==> config.mk <==
export PLATFORM = sky130hd
export DESIGN_NAME = ble_cell
export DESIGN_NICKNAME = d
export VERILOG_FILES = /design/src/rtl/bounded_list_engine_core_macros.svh /design/src/rtl/ble_pkg.sv /design/src/rtl/ble_cell.sv
export SDC_FILE = /design/constraint.sdc
export NUM_CORES = 1
export LEC_CHECK = 0
export ABC_CLOCK_PERIOD_IN_PS = 4700
export BUFFER_PORTS_ARGS = -buffer_cell sky130_fd_sc_hd__buf_2
export CAP_MARGIN = 0
export CORE_UTILIZATION = 49
export CTS_CLUSTER_DIAMETER = 60
export DETAILED_ROUTE_END_ITERATION = 10
export PLACE_DENSITY = 0.82
export SLEW_MARGIN = 20
export SYNTH_ARGS = -nofsm -noshare
export SYNTH_HDL_FRONTEND = slang
export SYNTH_SLANG_ARGS = --single-unit
==> constraint.sdc <==
create_clock -name clk -period 4.7 [get_ports clk]
set_input_delay 0.235 -clock clk [delete_from_list [all_inputs] [get_ports clk]]
set_output_delay 0.235 -clock clk [all_outputs]
set_load 0.02 [all_outputs]
==> src/rtl/bounded_list_engine_core_macros.svh <==
// Assertion macros for the bounded list engine
`ifndef BOUNDED_LIST_ENGINE_CORE_MACROS_SVH
`define BOUNDED_LIST_ENGINE_CORE_MACROS_SVH
// property holds in the cycle it is sampled
`define BLE_ASSERT(label, prop, msg) \
  label: assert property (@(posedge clk) disable iff (!rst_n) (prop)) else $error(msg);
// antecedent implies consequent in the following cycle
`define BLE_ASSERT_NEXT(label, ante, cons, msg) \
  label: assert property (@(posedge clk) disable iff (!rst_n) (ante) |=> (cons)) else $error(msg);
`endif

==> src/rtl/ble_pkg.sv <==
// Package: capacity, opcodes, status codes and the cell control struct
package ble_pkg;
  localparam int CAPACITY = 32;
  localparam int CW       = $clog2(CAPACITY + 1);

  localparam logic [3:0] OP_PUSH   = 4'd0;
  localparam logic [3:0] OP_APPEND = 4'd1;
  localparam logic [3:0] OP_INSERT = 4'd2;
  localparam logic [3:0] OP_POP    = 4'd3;
  localparam logic [3:0] OP_READ   = 4'd4;
  localparam logic [3:0] OP_DELETE = 4'd5;
  localparam logic [3:0] OP_DEDUP  = 4'd6;
  localparam logic [3:0] OP_SORT   = 4'd7;
  localparam logic [3:0] OP_CLEAR  = 4'd8;

  localparam logic [1:0] ST_OK    = 2'd0;
  localparam logic [1:0] ST_EMPTY = 2'd1;
  localparam logic [1:0] ST_FULL  = 2'd2;
  localparam logic [1:0] ST_RANGE = 2'd3;

  // per-cycle command broadcast to every cell
  typedef struct packed {
    logic        shr;      // open gap: cells at index > at take left neighbour
    logic        shl;      // close gap: cells at index >= at take right neighbour
    logic        ins;      // cell at index == at loads value
    logic        swap;     // odd-even sort phase active
    logic        odd;      // phase parity
    logic [CW-1:0] at;
    logic [31:0] value;
  } cell_ctl_t;
endpackage

==> src/rtl/ble_cell.sv <==
// One storage cell of the list chain
module ble_cell (
  input  logic              clk,
  input  ble_pkg::cell_ctl_t ctl,
  input  logic [ble_pkg::CW-1:0] idx,
  input  logic [31:0]       left_q,
  input  logic [31:0]       right_q,
  input  logic              left_ok,   // left neighbour exists and this cell is inside the list
  input  logic              right_ok,
  output logic [31:0]       q
);
  import ble_pkg::*;
  logic [31:0] q_r, q_nxt;
  logic        first;   // this cell is the lower one of its sort pair
  assign first = (idx[0] == ctl.odd);
  always_comb begin
    q_nxt = q_r;
    if (ctl.ins && idx == ctl.at) q_nxt = ctl.value;
    else if (ctl.shr && idx > ctl.at) q_nxt = left_q;
    else if (ctl.shl && idx >= ctl.at) q_nxt = right_q;
    else if (ctl.swap) begin
      if (first && right_ok && $signed(q_r) > $signed(right_q)) q_nxt = right_q;
      else if (!first && left_ok && $signed(left_q) > $signed(q_r)) q_nxt = left_q;
    end
  end
  always_ff @(posedge clk) q_r <= q_nxt;
  assign q = q_r;
endmodule

==> results.cfg <==
[clocking]
h-tree-depth = 2
numCtsBuffers = 5
path_clk_slew_ns = 0.07
post-cts-setup-buffers = 0
insertion_delay_ns = 0.29
cts_resized = 0
root_buffer = clkbuf_8
clock-sinks = 32
hold_buffers = 0
cts_tree = built
clockBufferDepth = 2

[worst_setup_path]
cp-end-kind = flop
crit_cells = 10
endpoint = q[24]$_DFFE_PP_
critical_path.top_delay_family = compound AO/OA/AOI/OAI gates
cp_cell_sequence = ha_1 -> nand4_1 -> nor2_1 -> a221o_1 -> a211o_1 -> or3b_4 -> a31oi_4 -> buf_12 -> mux2i_1 -> a21oi_1
rr_worst_depth = 10
critical_path_class = flop to flop
rrSetupSlack_ns = 1.18
path_max_fanout = 18
slowest_delay_ns = 0.63
critPathLaunchType = flop
worst_r2r_endpoint = q[24]$_DFFE_PP_
arrival_ns = 3.54
worstReg2RegStart = q[31]$_DFFE_PP_
crit_path_start = q[31]$_DFFE_PP_
worst-path-buf-inv = 1
cp_data_required_time_ns = 4.72
cpMaxStageDelayCell = a31oi_4

[die]
core.rowCount = 30
fp.dieH_um = 86.7
dieWidth_um = 86.7
start_util_pct = 51.1
io_pins = 148
dieArea_um2 = 7510
core_um2 = 6870

[drt]
wl_per_cell_um = 14.2
drt_iter0_drc = 112
routed_wirelength_mm = 9.23
ant_nets = 0
via_per_inst = 5.30
num_vias = 3442
first_pass_iters = 4
drc = 0

[layout]
nets = 738
layout_common_cells = 147 x buf_2, 73 x inv_1, 70 x ha_1, 54 x a21oi_1, 39 x nor2_1
nFillCells = 610
drive_above_1_share_pct = 28.8
antennaDiodeCount = 0
fin_area_um2 = 4420
area_delta_synth_final_pct = 25.9
final_common_cell = buf_2
largest_reg_flops = 32

[power_and_ir_drop]
internal_power_w = 0.000765
p_switching_w = 0.000506
swShare_pct = 39.8
pwr_density_cell_nw_per_um2 = 287
peakVddDrop_mv = 0.167
power_frac_clock_pct = 16.7
seqPwrFrac_pct = 34.5
p_leak_nw = 2.38
power_frac_comb_pct = 48.9
power_w = 0.00127

[sta]
fin_ws_ns = 1.18
finalSetupViolCount = 0
fin_skew_ns = 0.00620
final-hold-violation-count = 0
period_minus_slack_ns = 3.52
tns_ns = 0
tightest_slew_ns = 0.778
whs_ns = 0.275
rsz0062_at_grt = false
slew_headroom_pct = 48.1
fmax_mhz = 284
fin_crit_sh_pct = 74.9
drv_slew = 0

[grt]
grt_pass1_wl_mm = 15.0
grt_overflow = 0
grtUsageTotal_pct = 25.4
antenna_found_initial = 0
grt_pass1_vias = 3370
grt_max_degree = 42

[min_path]
hp-class = primary input to flop
holdPathStages = 3

[place]
dp.final_hpwl_mm = 7.69
gp_congestion = 0.852
dpl_cell_area_um2 = 4340
place_ws_ns = 1.19
port-buffer-count = 147

[synth]
ys_warn_count = 0
syn_inst = 404
synth_area_leaders = edfxtp_1 27%, ha_1 25%, mux2i_1 9.1%
netlist_area_um2 = 3510
synth_top_area_share_pct = 27.4
ys_seq_elements = 32
yosysSeqAreaShare_pct = 27.4
synth_cell_types = 37
synthArstFlopShare_pct = 0
ys.flop_type = edfxtp_1
synth_nets = 590
synth_edf_count = 32
syn_area_per_cell_um2 = 8.70
yosysTopAreaCell = edfxtp_1

[run]
maxCapViolations = 0

[outcome]
status = completed
power by group through the flow:
| stage | sequential (W) | combinational (W) | clock [W] |
|---|---|---|---|
| after global routing | 0.000443 | 0.000701 | 0.000229 |
| after CTS | 0.000438 | 0.000625 | 0.000217 |
| after global placement | 0.000439 | 0.000598 | 0 |
| final | 0.000438 | 0.000621 | 0.000212 |
| after floorplan | 0.000505 | 0.000352 | 0 |
| after detailed placement | 0.000444 | 0.000620 | 0 |
routing by layer:
metal,GRT usage (%),up-vias,wire length (um)
li1,-,1741,-
met1,31.1,1560,3960
met2,44.4,129,4480
met3,6.29,12,649
met4,7.27,0,130
met5,0,-,0
worst min path at each step:
stage | from | end | slack [ns]
after detailed placement | ctl[2] | q[2]$_DFFE_PP_ | 0.56
after CTS | ctl[2] | q[2]$_DFFE_PP_ | 0.26
after floorplan | ctl[0] | q[0]$_DFFE_PP_ | 0.47
after global placement | ctl[2] | q[2]$_DFFE_PP_ | 0.55
final | ctl[2] | q[2]$_DFFE_PP_ | 0.27
after global routing | ctl[1] | q[1]$_DFFE_PP_ | 0.28
cells by family (layout without fill, tap and decap cells):
| family | after synthesis | in the layout | synth area share, % |
|---|---|---|---|
| and+or+nand+nor | 94 | 94 | 12.8 |
| AOI/OAI and AO/OA | 91 | 91 | 15.5 |
| DFF | 32 | 32 | 27.4 |
| muxes | 32 | 32 | 9.12 |
| adders and majority gates | 70 | 70 | 24.9 |
| buffers and inverters | 83 | 232 | 9.83 |
| xor gates and xnor gates | 2 | 2 | 0.499 |
metrics by stage:
stage	cells	util (%)
floorplan	404	-
CTS	649	64.4
global route	649	64.4
detailed placement	641	63.2
finish	649	64.4
global placement	641	63.2
final cells by class:
| class | count | area, um^2 | share of cell area [%] |
|---|---|---|---|
| clock buffer | 7 | 76.3 | 1.73 |
| clock inverter | 1 | 3.75 | 0.0849 |
| inverter | 73 | 274 | 6.20 |
| multi-input combinational | 289 | 2210 | 50.0 |
| sequential | 32 | 961 | 21.7 |
| tap | 96 | 120 | 2.72 |
| timing repair buffer | 151 | 778 | 17.6 |
cells in the mapped netlist (3+ instances only):
| cell type | number |
|---|---|
| inv_1 | 73 |
| ha_1 | 70 |
| a21oi_1 | 54 |
| nor2_1 | 39 |
| edfxtp_1 | 32 |
| mux2i_1 | 32 |
| nand2_1 | 13 |
| nand4_1 | 12 |
| nand3_1 | 11 |
| o21ai_0 | 10 |
| a21o_1 | 7 |
| clkbuf_1 | 7 |
| nor3_1 | 6 |
| a211oi_1 | 4 |
| buf_8 | 3 |
| nor2b_1 | 3 |
| o211ai_1 | 3 |
tightest hold or removal path: stages:
cell,delay (ns)
buf_2,0.07
nor2_1,0.03
a21oi_1,0.10
No activity file was read; power rests on OpenSTA's default activity.
